--- config.mk ---
export PLATFORM = sky130hd
export DESIGN_NAME = four_voice_pcm_sample_player
export DESIGN_NICKNAME = d
export VERILOG_FILES = /design/src/fvp_pkg.sv /design/src/fvp_div.sv /design/src/fvp_voice_unit.sv /design/src/four_voice_pcm_sample_player.sv
export SDC_FILE = /design/constraint.sdc
export NUM_CORES = 1
export LEC_CHECK = 0
export BUFFER_PORTS_ARGS = -buffer_cell sky130_fd_sc_hd__buf_2
export CELL_PAD_IN_SITES_DETAIL_PLACEMENT = 0
export CELL_PAD_IN_SITES_GLOBAL_PLACEMENT = 1
export CORE_ASPECT_RATIO = 0.6
export CORE_MARGIN = 2
export CORE_UTILIZATION = 30
export CTS_BUF_LIST = sky130_fd_sc_hd__clkbuf_4
export CTS_CLUSTER_SIZE = 30
export DETAILED_ROUTE_END_ITERATION = 10
export HOLD_SLACK_MARGIN = 0.06
export PLACE_DENSITY = 0.5
export SLEW_MARGIN = 20
export SYNTH_ARGS = -nofsm -noshare
export SYNTH_HDL_FRONTEND = slang
export SYNTH_HIERARCHICAL = 1
export SYNTH_SLANG_ARGS = --single-unit
export TNS_END_PERCENT = 30
--- constraint.sdc ---
create_clock -name clk -period 23.1 [get_ports clk]
set_input_delay 3.465 -clock clk [delete_from_list [all_inputs] [get_ports clk]]
set_output_delay 3.465 -clock clk [all_outputs]
set_load 0.02 [all_outputs]
--- src/fvp_pkg.sv ---
// shared types, constants and codes for the four-voice pcm sample player
`default_nettype none
package fvp_pkg;

  // number of voices that play; register slots for the rest are still stored
  localparam int VOICE_COUNT = 4;
  // voice slots addressed by the two upper register offset bits
  localparam int NUM_SLOTS = 4;
  localparam logic [1:0] VOICE_LAST = 2'(VOICE_COUNT - 1);

  localparam int ADDR_W   = 21;
  localparam int SAMPLE_W = 18;
  localparam int PROD_W   = 17;
  localparam int CNT_W    = 9;
  localparam int REG_DEPTH = 32;

  localparam logic [ADDR_W-1:0] ROM_SIZE_RESET = 21'h100000;
  localparam logic [CNT_W-1:0]  RELOAD         = 9'h100;
  localparam logic [8:0]        MIDPOINT       = 9'h080;
  localparam logic [8:0]        VOL_BIAS       = 9'd10;

  // register functions within a voice's eight-byte slot
  localparam logic [2:0] FUNC_RATE   = 3'd4;
  localparam logic [2:0] FUNC_VOLUME = 3'd5;
  localparam logic [2:0] FUNC_KEY    = 3'd6;
  localparam logic [2:0] FUNC_START_LO = 3'd0;
  localparam logic [2:0] FUNC_START_HI = 3'd1;
  localparam int KEY_ON_BIT = 1;

  localparam logic MODE_WRITE = 1'b0;
  localparam logic MODE_STEP  = 1'b1;

  typedef struct packed {
    logic              playing;
    logic [ADDR_W-1:0] position;
    logic [CNT_W-1:0]  countdown;
    logic [7:0]        rate;
    logic [7:0]        volume;
  } voice_t;

  typedef enum logic [2:0] {
    ST_IDLE,
    ST_STEP,
    ST_STORE,
    ST_DIV,
    ST_KEY_LO,
    ST_KEY_HI,
    ST_KEY_SET,
    ST_FINISH
  } state_t;

endpackage
`default_nettype wire

--- src/fvp_div.sv ---
// restoring divider for the volume curve v*256/(v+10), one quotient bit a cycle
`default_nettype none
module fvp_div
  import fvp_pkg::*;
(
  input  logic       clk,
  input  logic       rst,
  input  logic       start,
  input  logic [7:0] value,
  output logic [7:0] quotient,
  output logic       done
);

  logic       busy;
  logic [2:0] cnt;
  logic [8:0] divisor;
  logic [9:0] rem;
  logic [9:0] shifted;
  logic       fits;

  // low byte of the dividend is zero, so only zeros shift in
  assign shifted = {rem[8:0], 1'b0};
  assign fits    = shifted >= {1'b0, divisor};

  always_ff @(posedge clk) begin
    if (rst) begin
      busy <= 1'b0;
      done <= 1'b0;
      cnt  <= '0;
    end else begin
      done <= 1'b0;
      if (start) begin
        busy <= 1'b1;
        cnt  <= '0;
      end else if (busy) begin
        cnt <= cnt + 3'd1;
        if (cnt == 3'd7) begin
          busy <= 1'b0;
          done <= 1'b1;
        end
      end
    end
  end

  always_ff @(posedge clk) begin
    if (start) begin
      divisor  <= {1'b0, value} + VOL_BIAS;
      rem      <= {2'b00, value};
      quotient <= '0;
    end else if (busy) begin
      rem      <= fits ? (shifted - {1'b0, divisor}) : shifted;
      quotient <= {quotient[6:0], fits};
    end
  end

endmodule
`default_nettype wire

--- src/fvp_voice_unit.sv ---
// shared per-voice step unit: end test, contribution product, countdown and advance
`default_nettype none
module fvp_voice_unit
  import fvp_pkg::*;
(
  input  voice_t                    cur,
  input  logic [7:0]                rom_byte,
  input  logic [ADDR_W-1:0]         rom_size,
  output voice_t                    nxt,
  output logic signed [PROD_W-1:0]  product
);

  logic [7:0]              byte_eff;
  logic signed [8:0]       centered;
  logic signed [17:0]      full_prod;
  logic [CNT_W-1:0]        cnt_dec;

  assign byte_eff  = (cur.position >= rom_size) ? 8'd0 : rom_byte;
  assign centered  = $signed({1'b0, byte_eff} - MIDPOINT);
  assign full_prod = centered * $signed({1'b0, cur.volume});
  assign cnt_dec   = cur.countdown - 9'd1;

  always_comb begin
    nxt     = cur;
    product = '0;
    if (cur.playing) begin
      if (byte_eff == 8'd0) begin
        nxt.playing = 1'b0;
      end else begin
        product = full_prod[PROD_W-1:0];
        if (cnt_dec <= {1'b0, cur.rate}) begin
          nxt.position  = cur.position + 21'd1;
          nxt.countdown = RELOAD;
        end else begin
          nxt.countdown = cnt_dec;
        end
      end
    end
  end

endmodule
`default_nettype wire

--- src/four_voice_pcm_sample_player.sv ---
// top level of the four-voice pcm sample player: sequencer, register file and voice state
`default_nettype none
// Four-voice 8-bit PCM player. Each input transaction is either a register
// write (tuser = 0) into the 32-byte register file or one chip step (tuser = 1)
// that carries the ROM byte each voice fetched. Every input transaction yields
// exactly one output transaction with the mixed sample (zero for a write),
// the play-status bits and the ROM address each voice fetches on the next
// step. One item is in work at a time. A step walks the voices through a
// single shared step unit, one voice a cycle, and its result is registered.
// A key-on reads the start word from the register file twice (one port),
// a volume write runs a bit-serial divider for the v*256/(v+10) curve. The
// output register lets a new transaction be accepted while the last result
// still waits. The user must write rom_size on the cfg port only while the
// block is idle; the block itself does not enforce this.
module four_voice_pcm_sample_player
  import fvp_pkg::*;
(
  input  logic              clk,
  input  logic              rst,
  // slave side: tdata = reg_offset[4:0], reg_value[12:5], rom_byte_voice0[20:13],
  // rom_byte_voice1[28:21], rom_byte_voice2[36:29], rom_byte_voice3[44:37], zero pad
  input  logic              s_axis_tvalid,
  output logic              s_axis_tready,
  input  logic [47:0]       s_axis_tdata,
  // tuser = mode (0 register write, 1 chip step)
  input  logic              s_axis_tuser,
  // master side: tdata = mixed_sample[17:0], play_status[21:18],
  // fetch_addr_voice0[42:22], fetch_addr_voice1[63:43],
  // fetch_addr_voice2[84:64], fetch_addr_voice3[105:85], zero pad
  output logic              m_axis_tvalid,
  input  logic              m_axis_tready,
  output logic [111:0]      m_axis_tdata,
  // rom_size configuration
  input  logic              cfg_valid,
  output logic              cfg_ready,
  input  logic [ADDR_W-1:0] cfg_data
);

  state_t state, state_next;

  // latched item
  logic       item_mode;
  logic [4:0] item_offset;
  logic [7:0] item_value;
  logic [7:0] item_bytes [NUM_SLOTS];

  logic [1:0] item_voice;
  logic [2:0] item_func;
  logic       voice_active;

  logic [ADDR_W-1:0] rom_size;
  voice_t            voices [NUM_SLOTS];

  // step sequencer and accumulator
  logic [1:0]                vidx;
  logic signed [PROD_W-1:0]  prod;
  logic signed [SAMPLE_W-1:0] acc;
  logic signed [SAMPLE_W-1:0] sample_sum;

  // register file memory with per-entry valid bits (reset reads as zero)
  logic [7:0]           regmem [REG_DEPTH];
  logic [REG_DEPTH-1:0] reg_valid;
  logic [4:0]           mem_raddr;
  logic [7:0]           rd_data;
  logic                 rd_ok;
  logic [7:0]           rd_eff;
  logic [7:0]           start_lo;

  // shared units
  voice_t                   unit_nxt;
  logic signed [PROD_W-1:0] unit_prod;
  logic                     div_start;
  logic                     div_done;
  logic [7:0]               div_q;

  logic accept;
  logic out_free;
  logic out_load;
  logic [3:0]  status_bits;
  logic [ADDR_W-1:0] fetch_addr [NUM_SLOTS];

  assign accept       = s_axis_tvalid && s_axis_tready;
  assign out_free     = !m_axis_tvalid || m_axis_tready;
  assign item_voice   = item_offset[4:3];
  assign item_func    = item_offset[2:0];
  assign voice_active = 32'(item_voice) < VOICE_COUNT;
  assign cfg_ready    = 1'b1;
  assign rd_eff       = rd_ok ? rd_data : 8'd0;
  assign sample_sum   = acc + {prod[PROD_W-1], prod};

  // start word lives at functions 0 and 1 of the voice slot
  assign mem_raddr = (state == ST_KEY_LO) ? {item_voice, FUNC_START_LO}
                                          : {item_voice, FUNC_START_HI};

  fvp_voice_unit u_voice (
    .cur      (voices[vidx]),
    .rom_byte (item_bytes[vidx]),
    .rom_size (rom_size),
    .nxt      (unit_nxt),
    .product  (unit_prod)
  );

  fvp_div u_div (
    .clk      (clk),
    .rst      (rst),
    .start    (div_start),
    .value    (item_value),
    .quotient (div_q),
    .done     (div_done)
  );

  // state register
  always_ff @(posedge clk) begin
    if (rst) begin
      state <= ST_IDLE;
    end else begin
      state <= state_next;
    end
  end

  // next state and control outputs
  always_comb begin
    state_next    = state;
    s_axis_tready = 1'b0;
    div_start     = 1'b0;
    out_load      = 1'b0;
    case (state)
      ST_IDLE: begin
        s_axis_tready = 1'b1;
        if (s_axis_tvalid) begin
          state_next = (s_axis_tuser == MODE_STEP) ? ST_STEP : ST_STORE;
        end
      end
      ST_STEP: begin
        if (vidx == VOICE_LAST) begin
          state_next = ST_FINISH;
        end
      end
      ST_STORE: begin
        if (voice_active && item_func == FUNC_VOLUME) begin
          div_start  = 1'b1;
          state_next = ST_DIV;
        end else if (voice_active && item_func == FUNC_KEY && item_value[KEY_ON_BIT]) begin
          state_next = ST_KEY_LO;
        end else begin
          state_next = ST_FINISH;
        end
      end
      ST_DIV: begin
        if (div_done) begin
          state_next = ST_FINISH;
        end
      end
      ST_KEY_LO:  state_next = ST_KEY_HI;
      ST_KEY_HI:  state_next = ST_KEY_SET;
      ST_KEY_SET: state_next = ST_FINISH;
      ST_FINISH: begin
        if (out_free) begin
          out_load   = 1'b1;
          state_next = ST_IDLE;
        end
      end
      default: state_next = ST_IDLE;
    endcase
  end

  // control state: voices, rom size, valid bits, sequencer, output valid
  always_ff @(posedge clk) begin
    if (rst) begin
      rom_size      <= ROM_SIZE_RESET;
      reg_valid     <= '0;
      vidx          <= '0;
      m_axis_tvalid <= 1'b0;
      for (int i = 0; i < NUM_SLOTS; i++) begin
        voices[i] <= '0;
      end
    end else begin
      if (cfg_valid) begin
        rom_size <= cfg_data;
      end
      if (accept) begin
        vidx <= '0;
      end
      case (state)
        ST_STEP: begin
          voices[vidx] <= unit_nxt;
          vidx         <= vidx + 2'd1;
        end
        ST_STORE: begin
          reg_valid[item_offset] <= 1'b1;
          if (voice_active && item_func == FUNC_RATE) begin
            voices[item_voice].rate <= item_value;
          end
          if (voice_active && item_func == FUNC_KEY && !item_value[KEY_ON_BIT]) begin
            voices[item_voice].playing <= 1'b0;
          end
        end
        ST_DIV: begin
          if (div_done) begin
            voices[item_voice].volume <= div_q;
          end
        end
        ST_KEY_SET: begin
          voices[item_voice].playing   <= 1'b1;
          voices[item_voice].position  <= {1'b0, rd_eff, start_lo, 4'b0000};
          voices[item_voice].countdown <= RELOAD;
        end
        default: ;
      endcase
      if (out_load) begin
        m_axis_tvalid <= 1'b1;
      end else if (m_axis_tready) begin
        m_axis_tvalid <= 1'b0;
      end
    end
  end

  // payload: latched item, product pipeline, start byte
  always_ff @(posedge clk) begin
    if (accept) begin
      item_mode   <= s_axis_tuser;
      item_offset <= s_axis_tdata[4:0];
      item_value  <= s_axis_tdata[12:5];
      for (int i = 0; i < NUM_SLOTS; i++) begin
        item_bytes[i] <= s_axis_tdata[13 + 8*i +: 8];
      end
      acc  <= '0;
      prod <= '0;
    end else if (state == ST_STEP) begin
      // product of one voice is registered before it is added to the accumulator
      prod <= unit_prod;
      acc  <= sample_sum;
    end
    if (state == ST_KEY_HI) begin
      start_lo <= rd_eff;
    end
  end

  // register file memory
  always_ff @(posedge clk) begin
    if (state == ST_STORE) begin
      regmem[item_offset] <= item_value;
    end
    rd_data <= regmem[mem_raddr];
  end

  always_ff @(posedge clk) begin
    if (rst) begin
      rd_ok <= 1'b0;
    end else begin
      rd_ok <= reg_valid[mem_raddr];
    end
  end

  // result fields, slots past the voice count report nothing
  always_comb begin
    status_bits = '0;
    for (int i = 0; i < NUM_SLOTS; i++) begin
      fetch_addr[i] = '0;
      if (i < VOICE_COUNT) begin
        status_bits[i] = voices[i].playing;
        fetch_addr[i]  = voices[i].position;
      end
    end
  end

  always_ff @(posedge clk) begin
    if (out_load) begin
      m_axis_tdata <= {6'd0, fetch_addr[3], fetch_addr[2], fetch_addr[1], fetch_addr[0],
                       status_bits,
                       (item_mode == MODE_STEP) ? sample_sum : '0};
    end
  end

`ifndef SYNTHESIS
  // one item in work at a time: after a transaction the input stays closed
  a_single_item: assert property (@(posedge clk) disable iff (rst)
    s_axis_tvalid && s_axis_tready |=> !s_axis_tready)
    else $error("input accepted while an item is in work");

  // a step visits every voice before its result is formed
  a_step_walk: assert property (@(posedge clk) disable iff (rst)
    state == ST_STEP && vidx == VOICE_LAST |=> state == ST_FINISH)
    else $error("voice walk did not end in finish");

  // a result appears only out of the finish state
  a_result_src: assert property (@(posedge clk) disable iff (rst)
    $rose(m_axis_tvalid) |-> $past(state) == ST_FINISH)
    else $error("output valid raised outside finish");

  // a volume write leaves the divider stage only on its done pulse
  a_div_wait: assert property (@(posedge clk) disable iff (rst)
    state == ST_DIV && !div_done |=> state == ST_DIV)
    else $error("divider stage left early");
`endif

endmodule
`default_nettype wire
## Word-level counts from Yosys, hierarchy flattened

Memories as Yosys holds them, arrays and structs flattened. A register that Yosys moved wholly into a read port is not among the register bits.
Index checks and enable logic that the tools add are counted.

- Bits in registers: 166
- Bits in writable memories: 476
- Input port bits: 75
- Output and inout bits: 115
- Logic and storage cells: 147
- Memories kept: 3

Memory list:

| name | words | width | read ports | clocked after Yosys merged registers in | write ports | RTL line | RTL |
|---|---|---|---|---|---|---|---|
| regmem | 32 | 8 | 1 | 1 | 1 | four_voice_pcm_sample_player.sv:61 | `logic [7:0] regmem [REG_DEPTH];` |
| voices | 4 | 47 | 5 | 5 | 4 | four_voice_pcm_sample_player.sv:52 | `voice_t voices [NUM_SLOTS];` |
| item_bytes | 4 | 8 | 1 | 1 | 4 | four_voice_pcm_sample_player.sv:45 | `logic [7:0] item_bytes [NUM_SLOTS];` |

- Add/subtract/negate cells: 8
- Multipliers: 1
- $lt $le $gt $ge: 6
- Eq/ne operators: 16
- Muxes and demuxes: 73
- Bitwise logic cells: 3
- Reduce and logical (&&, ||, !) cells: 17

Operator list:

| cell | number |
|---|---|
| 47-bit two-way mux | 2 |
| 47-bit OR reduction | 2 |
| 1-bit two-way mux | 41 |
| 17-bit two-way mux | 2 |
| 8-bit two-way mux | 4 |
| 32-bit bitwise OR | 1 |
| 31-bit two-way mux | 1 |
| 30-bit two-way mux | 1 |
| 3-bit equality test, second input constant | 8 |
| 3-bit one-hot mux with 8 select lines | 1 |
| 21-bit by 1-bit adder with 21-bit output, second input constant | 1 |
| 21-bit >= comparator | 1 |
| 21-bit two-way mux | 1 |
| 2-bit two-way mux | 10 |
| 18-bit adder | 1 |
| 9-bit two-way mux | 2 |
| 9-bit by 9-bit multiplier with 17-bit output | 1 |
| 3-bit two-way mux | 5 |
| 5-bit by 6-bit less-than comparator with 1-bit output, second input constant | 2 |
| 10-bit by 9-bit >= comparator with 1-bit output | 1 |
| 8-bit by 4-bit adder with 9-bit output, second input constant | 1 |
| 9-bit by 8-bit <= comparator with 1-bit output | 1 |
| 8-bit by 8-bit subtractor with 9-bit output, second input constant | 1 |
| 9-bit by 1-bit subtractor with 9-bit output, second input constant | 1 |
| 23 further kinds | 32 |

## Longest topological paths before layout

Gate-level depths: netlist of the first run.

- Depth after elaboration: 9
- Depth in mapped cells: 30

## By module

Netlist of the first run, hierarchy kept.

By module, submodules not included:

| module | instances | cells an instance | area an instance (um2) |
|---|---|---|---|
| four_voice_pcm_sample_player | 1 | 1337 | 19627.6 |
| fvp_voice_unit | 1 | 596 | 4660.7 |
| fvp_div | 1 | 174 | 1752.9 |

## Worst setup path after synthesis of the first run

No wires, ideal clock.

- Path type: in2reg
- Start: input port m_axis_tready
- End: register m_axis_tdata[0], enable pin
- Arrival time: 8.313 ns
- Setup slack: 14.202 ns
- Stages: 2
- Path through: nand2b_1 > nor2b_1

- Word-level cells in the longest chain between the ends: 3

RTL lines:

| element | RTL line | RTL |
|---|---|---|
| start: declaration | four_voice_pcm_sample_player.sv:31 | `input logic m_axis_tready,` |
| 1-bit logical OR | four_voice_pcm_sample_player.sv:83 | `assign out_free = !m_axis_tvalid \|\| m_axis_tready;` |
| 1-bit two-way mux | four_voice_pcm_sample_player.sv:158 | `if (out_free) begin` |
| 1-bit two-way mux | four_voice_pcm_sample_player.sv:127 | `case (state)` |
| via out_load | four_voice_pcm_sample_player.sv:78 | `logic out_load;` |
| end signal: assignment | four_voice_pcm_sample_player.sv:269 | `m_axis_tdata <= {6'd0, fetch_addr[3], fetch_addr[2], fetch_addr[1], fetch_addr[0],` |
| end: declaration | four_voice_pcm_sample_player.sv:32 | `output logic [111:0] m_axis_tdata,` |

The timed path passes the listed nets, and every way through them passes these cells.
A chain may end at the register's enable or synchronous reset.

==> results of run 1 <==
[report_power, final]
group / leakage [nW] / internal, W / switching, W / total (W)
Combinational: 5.74 / 0.000900 / 0.00141 / 0.00231
Sequential: 4.94 / 0.00121 / 0.000100 / 0.00131
Clock: 1.10 / 0.000464 / 0.000407 / 0.000871
Total: 11.8 / 0.00257 / 0.00192 / 0.00449
[layout by cell type, fill, tap and decap left out, types with 15 or more instances in the layout]
cell and count:
a21oi_1 73, a22oi_1 32, and2_1 33, and3_1 45
buf_2 179, buf_4 26, clkbuf_4 218, clkinv_1 19
dfxtp_1 93, edfxtp_1 429, fa_1 56, ha_1 95
inv_1 194, mux2i_1 43, mux4_2 71, nand2_1 196
nand3_1 25, nand4_1 18, nor2_1 251, nor3_1 29
nor4_2 17, o21a_1 15, o21ai_0 31, o21ai_1 15
xnor2_1 28, xor2_1 31
[registers in the layout, indices dropped and copies added, names as in the netlist, 5 cells and up, named ones only]
register	flops
u_div/divisor	9
u_div/quotient	8
prod	17
reg_valid	8
item_value	8
u_div/rem	9
voices	188
start_lo	8
rd_data	8
acc	18
item_offset	5
regmem	64
m_axis_tdata	106
rom_size	21
item_bytes	32
[cells by family after synthesis]
family | after synthesis
buffers and inverters | 314
xor gates and xnor gates | 59
and+or+nand+nor | 690
muxes | 116
DFF | 524
adders and majority gates | 151
other | 2
AOI/OAI and AO/OA | 251
[worst paths after layout]
check	to	slack (ns)	cells after the start	from
worst max-delay path	prod[16]$_SDFFE_PP0N_	14.41	26	flop
worst min-delay path	m_axis_tdata[26]$_DFFE_PP_	0.45	0	voices[0][29]$_SDFFCE_PN0P_
worst max register to register	prod[16]$_SDFFE_PP0N_	14.41	26	flop
worst min register to register	m_axis_tdata[26]$_DFFE_PP_	0.45	0	voices[0][29]$_SDFFCE_PN0P_
[per-stage QoR]
stage | worst slack, ns | power (W) | std cells | instance area [um^2] | hold slack [ns]
after floorplan | 14.20 | 0.00307 | 2112 | 26100 | 0.421
after global placement | 14.31 | 0.00367 | 3348 | 28000 | 0.428
after detailed placement | 14.21 | 0.00367 | 3348 | 28000 | 0.431
after CTS | 14.19 | 0.00458 | 3598 | 29900 | 0.443
after global routing | 13.61 | 0.00496 | 3599 | 29900 | 0.446
final | 14.41 | 0.00449 | 3600 | 29900 | 0.447
[metal layers]
layer | share of wire, % | vias up | track usage [%]
met5 | 0 | - | 0
met2 | 41 | 401 | 22.7
met1 | 52 | 8515 | 25.3
met3 | 5.3 | 85 | 3.67
li1 | - | 8086 | -
met4 | 1.7 | 0 | 5.70
[final cells by class]
class                      count  share of cell area (%)
antenna                        2                  0.0167
clock buffer                 218                    5.47
clock inverter                32                   0.803
inverter                     198                    2.48
multi-input combinational   1274                    33.4
sequential                   524                    49.4
tap                         1147                    4.80
timing repair buffer         205                    3.65
==> results.yml, run 1 <==
worst_setup_path:
  cp_top_family: "adder cells"
  cp_num_buf_inv: 6
  cp-start-kind: "flop"
  cp_max_fo: 50
  critPathSlowestCell: "dfxtp_4"
  cp-end-kind: "flop"
  path_class: "flop to flop"
  required_ns: 24.03
  critPathArrivalTime_ns: 9.62
  slowest_delay_ns: 0.76
sta:
  rsz0062_at_grt: "false"
  finalHoldViolCount: 0
  clock.fmax_ghz: 0.115
  tns_ns: 0
  maxSlewViolCount: 0
  tightest_slew_ns: 1.05
  setup_viol: 0
  fin_crit_sh_pct: 37.6
  min_period_ns: 8.69
  slew_headroom_pct: 29.5
  clock_skew_ns: 0.0662
synthesis:
  synthSimpleGateAreaFrac_pct: 12.7
  async_reset_ff_share_pct: 0
  ys_types: 92
  synthMuxAreaShare_pct: 7.89
  yosys_warnings: 6
  ys_top_cells_by_area: "edfxtp_1 (49%), dfxtp_1 (7.3%), mux4_2 (6.1%)"
  synth-compound-area-share_pct: 6.63
  synth_edf_count: 429
  yosysSeqAreaShare_pct: 56.8
  synthMostInstantiatedCell: "edfxtp_1"
  synthCells: 2107
  synth_top_area_share_pct: 49.5
  yosys.area_share.xor_xnor_pct: 1.98
  synth_top_family_by_area: "simple AND/OR/NAND/NOR gates"
  synthAdderAreaFrac_pct: 8.87
  synth_top_area_cell: "edfxtp_1"
  ys_ff_latch: 524
  ys.flop_type: "edfxtp_1"
  synth_commonest_cells: "edfxtp_1 (429), nor2_1 (256), nand2_1 (198)"
  avgSynthCellArea_um2: 12.4
  synthesis.area_um2: 26000
routing:
  wirelength_um: 72800
  vias: 17100
  wl_per_cell_um: 20.2
  dr.pass1.iters: 10
  drtAntennaViolNets: 0
  vias_per_cell: 4.75
  drc: 10
  drt-initial-drc-count: 1238
cells_and_area:
  regArea_um2: 14800
  area_growth_pct: 14.9
  n_fill_cell: 8574
  utilization_pct: 34.9
  nets: 2568
  drive_gt1_share_pct: 23.1
  multiInputGateArea_um2: 9980
grt:
  grt_pass1_wl_um: 109000
  grt_pass1_vias: 17400
  grt_max_degree: 72
  antenna_found_initial: 1
  track_usage_pct: 16.6
  overflow: 0
floorplanning:
  die-area_um2: 89300
  coreArea_um2: 85800
  io_pins: 190
  die_w_um: 384
  die_height_um: 232
  start_util_pct: 30.4
  row_count: 83
worst_hold_path:
  hold_class: "flop to flop"
place:
  gp_congestion: 0.770
  hpwl_um: 49300
  numPortBuffers: 179
clock_network:
  cts-root-buf: "clkbuf_4"
  htree_levels: 4
  clk_latency_ns: 1.03
  numCtsBuffers: 139
  post_cts_buffers: 0
  clkTransAtPathRegs_ns: 0.06
  cts_tree: "built"
  clkSinkCount: 524
  hold_buffers: 0
  clockBufferDepth: 3
  cts_resized: 0
power:
  p_per_area_nw_per_um2: 150
  peakVddDrop_mv: 0.146
  leakagePower_nw: 11.8
outcome:
  status: "finished with violations"
  violations: "design-rule violations"
flow_run:
  cap_violations: 0
Power figures use the tool's default switching activity.
==> run 2: changes to the inputs <==
--- a/config.mk
+++ b/config.mk
@@ -5,6 +5,7 @@
 export SDC_FILE = /design/constraint.sdc
 export NUM_CORES = 1
 export LEC_CHECK = 0
+export ABC_AREA = 1
 export BUFFER_PORTS_ARGS = -buffer_cell sky130_fd_sc_hd__buf_2
 export CELL_PAD_IN_SITES_DETAIL_PLACEMENT = 0
 export CELL_PAD_IN_SITES_GLOBAL_PLACEMENT = 1
@@ -15,7 +16,7 @@
 export CTS_CLUSTER_SIZE = 30
 export DETAILED_ROUTE_END_ITERATION = 10
 export HOLD_SLACK_MARGIN = 0.06
-export PLACE_DENSITY = 0.5
+export PLACE_DENSITY = 0.54
 export SLEW_MARGIN = 20
 export SYNTH_ARGS = -nofsm -noshare
 export SYNTH_HDL_FRONTEND = slang
==> constraint.sdc (replaced) <==
create_clock -name clk -period 7.9 [get_ports clk]
set_input_delay 1.185 -clock clk [delete_from_list [all_inputs] [get_ports clk]]
set_output_delay 1.185 -clock clk [all_outputs]
set_load 0.02 [all_outputs]
==> run 2 against run 1 <==
Net effect: the flow now finishes without violations; wire length grew 10%; synthesized cell count grew 36%; count of clock-buffer cells in the layout shrank 14; sequential share of layout area shrank 2.3 points; fmax grew 20%; register-to-register slack lost 14 ns; power grew to 3.3 times the previous value; critical path type unchanged.
==> results.yml, run 2 <==
worst_setup_path:
  slowest_delay_ns: 0.62
  cp-end-kind: "flop"
  cp_top_family: "adder cells"
  path_common_cell: "nand2_1"
  path_class: "flop to flop"
  critPathSlowestCell: "fa_1"
  cp_num_buf_inv: 8
  cp-start-kind: "flop"
  cp_max_fo: 20
  required_ns: 8.86
  critPathArrivalTime_ns: 8.18
cells_and_area:
  largest-register: "voices"
  area_growth_pct: 15.4
  finalNonFillerCells: 4458
  final_common_cell: "nor2_1"
  n_fill_cell: 9286
  stdcell_area_um2: 31400
  largest_reg_flops: 188
  drive_gt1_share_pct: 17.6
  layout_common_cells: "nor2_1 (514), nand2_1 (478), edfxtp_1 (429)"
  nets: 3350
  top_regs: "voices (188), m_axis_tdata (106), regmem (64)"
routing:
  dr.pass1.iters: 7
  vias: 20600
  drc: 0
  wl_per_cell_um: 18.0
  vias_per_cell: 4.61
  wirelength_um: 80300
  drt-initial-drc-count: 1543
  drtAntennaViolNets: 0
clock_network:
  cts-root-buf: "clkbuf_4"
  numCtsBuffers: 137
  clockBufferDepth: 3
  cts_tree: "built"
  clkTransAtPathRegs_ns: 0.07
  htree_levels: 4
  clk_latency_ns: 1.06
  clkSinkCount: 524
  hold_buffers: 0
synthesis:
  synth_commonest_cells: "nor2_1 (517), nand2_1 (478), edfxtp_1 (429)"
  synth_top_area_share_pct: 47.4
  ys_types: 52
  yosysSeqAreaShare_pct: 54.3
  synthesis.area_um2: 27200
  avgSynthCellArea_um2: 9.52
  synthMostInstantiatedCell: "nor2_1"
  yosys_warnings: 6
  synth_edf_count: 429
  synthCells: 2858
  ys_top_cells_by_area: "edfxtp_1 (47%), nor2_1 (7.1%), dfxtp_1 (7.0%)"
  ys_ff_latch: 524
  synth_top_area_cell: "edfxtp_1"
  ys.flop_type: "edfxtp_1"
  async_reset_ff_share_pct: 0
sta:
  fin_crit_sh_pct: 91.4
  slew_headroom_pct: 28.7
  min_period_ns: 7.22
  tns_ns: 0
  finalHoldViolCount: 0
  tightest_slew_ns: 1.07
  maxSlewViolCount: 0
  setup_viol: 0
  rsz0062_at_grt: "false"
  clock_skew_ns: 0.0585
  clock.fmax_ghz: 0.138
grt:
  grt_pass1_wl_um: 125000
  overflow: 0
  grtUsageMet2_pct: 25.0
  antenna_found_initial: 2
  grt_pass1_vias: 21000
  use_met1_pct: 26.4
  grt_busiest_layer: "met1"
  grt_max_degree: 65
  track_usage_pct: 17.6
  gr-usage-met3_pct: 4.20
floorplanning:
  start_util_pct: 30.3
  coreArea_um2: 89800
  die_w_um: 393
  die-area_um2: 93200
  io_pins: 190
  die_height_um: 237
  row_count: 85
place:
  dpl.cell_count: 4203
  gp_congestion: 0.838
  hpwl_um: 56800
  place_area_um2: 29500
  numPortBuffers: 179
power:
  power_w: 0.0147
  leakagePower_nw: 13.4
  peakVddDrop_mv: 0.641
  p_per_area_nw_per_um2: 469
worst_hold_path:
  hold_class: "input pin to flop"
flow_run:
  cap_violations: 0
outcome:
  status: "finished, final reports clean"
## run 2: cell count changes after synthesis, moves of 21 or more
cell / previous run / this run
nand2_1: 198 / 478
o21ai_0: 31 / 191
nor2_1: 256 / 517
inv_1: 194 / 387
mux4_2: 71 / 0
mux2i_1: 43 / 0
and2_1: 33 / 2
o22ai_1: 1 / 64
and3_1: 45 / 0
nand3_1: 25 / 105
buf_1: 23 / 2
## run 2: worst paths after layout
check | startpoint | end | slack [ns] | depth (start not counted)
max | flop | prod[16]$_SDFFE_PP0N_ | 0.68 | 33
min | s_axis_tdata[34] | item_bytes[2][5]$_DFFE_PP_ | 0.30 | 1
max reg2reg | flop | prod[16]$_SDFFE_PP0N_ | 0.68 | 33
min reg2reg | voices[2][44]$_SDFFCE_PN0P_ | m_axis_tdata[83]$_DFFE_PP_ | 0.43 | 0
## run 2: area by class of cell
type	count	area [um^2]	share of cell area, %
Multi-Input combinational cell	1817	10300	32.9
Inverter	400	1500	4.79
Timing Repair Buffer	244	1400	4.45
Antenna cell	11	27.5	0.0877
Tap cell	1218	1520	4.85
Clock inverter	40	274	0.873
Clock buffer	204	1530	4.88
Sequential cell	524	14800	47.1
## run 2: report_power, final
part           leakage (nW)  switching (W)  internal, W
combinational          7.42        0.00545      0.00301
clock                  1.07        0.00119      0.00131
sequential             4.93       0.000253      0.00350
## run 2: what timing repair did
| item | CTS | global route |
|---|---|---|
| endpoints found under the setup margin | 0 | 2 |
| gates resized for setup | 0 | 2 |
| setup buffers | 0 | 0 |
## run 2: per-layer routing
layer  part of all wire [%]  vias to the layer above
met5                      0                        -
li1                       -                    10100
met4                    1.8                        0
met2                     41                      503
met1                     52                     9868
met3                    5.5                      111
## run 2: cell families after synthesis
group,count (synthesis),synth area share [%]
buffers and inverters,522,8.00
XOR/XNOR,45,1.52
adder cells (fa/ha/maj),151,8.49
AO/OA/AOI/OAI,401,8.65
AND/OR/NAND/NOR,1213,19.0
flip-flops,524,54.3
other,2,0.0276
## run 2: stage by stage
step                worst slack, ns  util [%]  hold WS, ns
floorplan                      1.27         -        0.421
global placement              0.456      32.9        0.435
detailed placement            0.480      32.9        0.430
CTS                           0.460      34.9        0.166
global route                  0.157      35.0        0.154
finish                        0.677      35.0        0.295
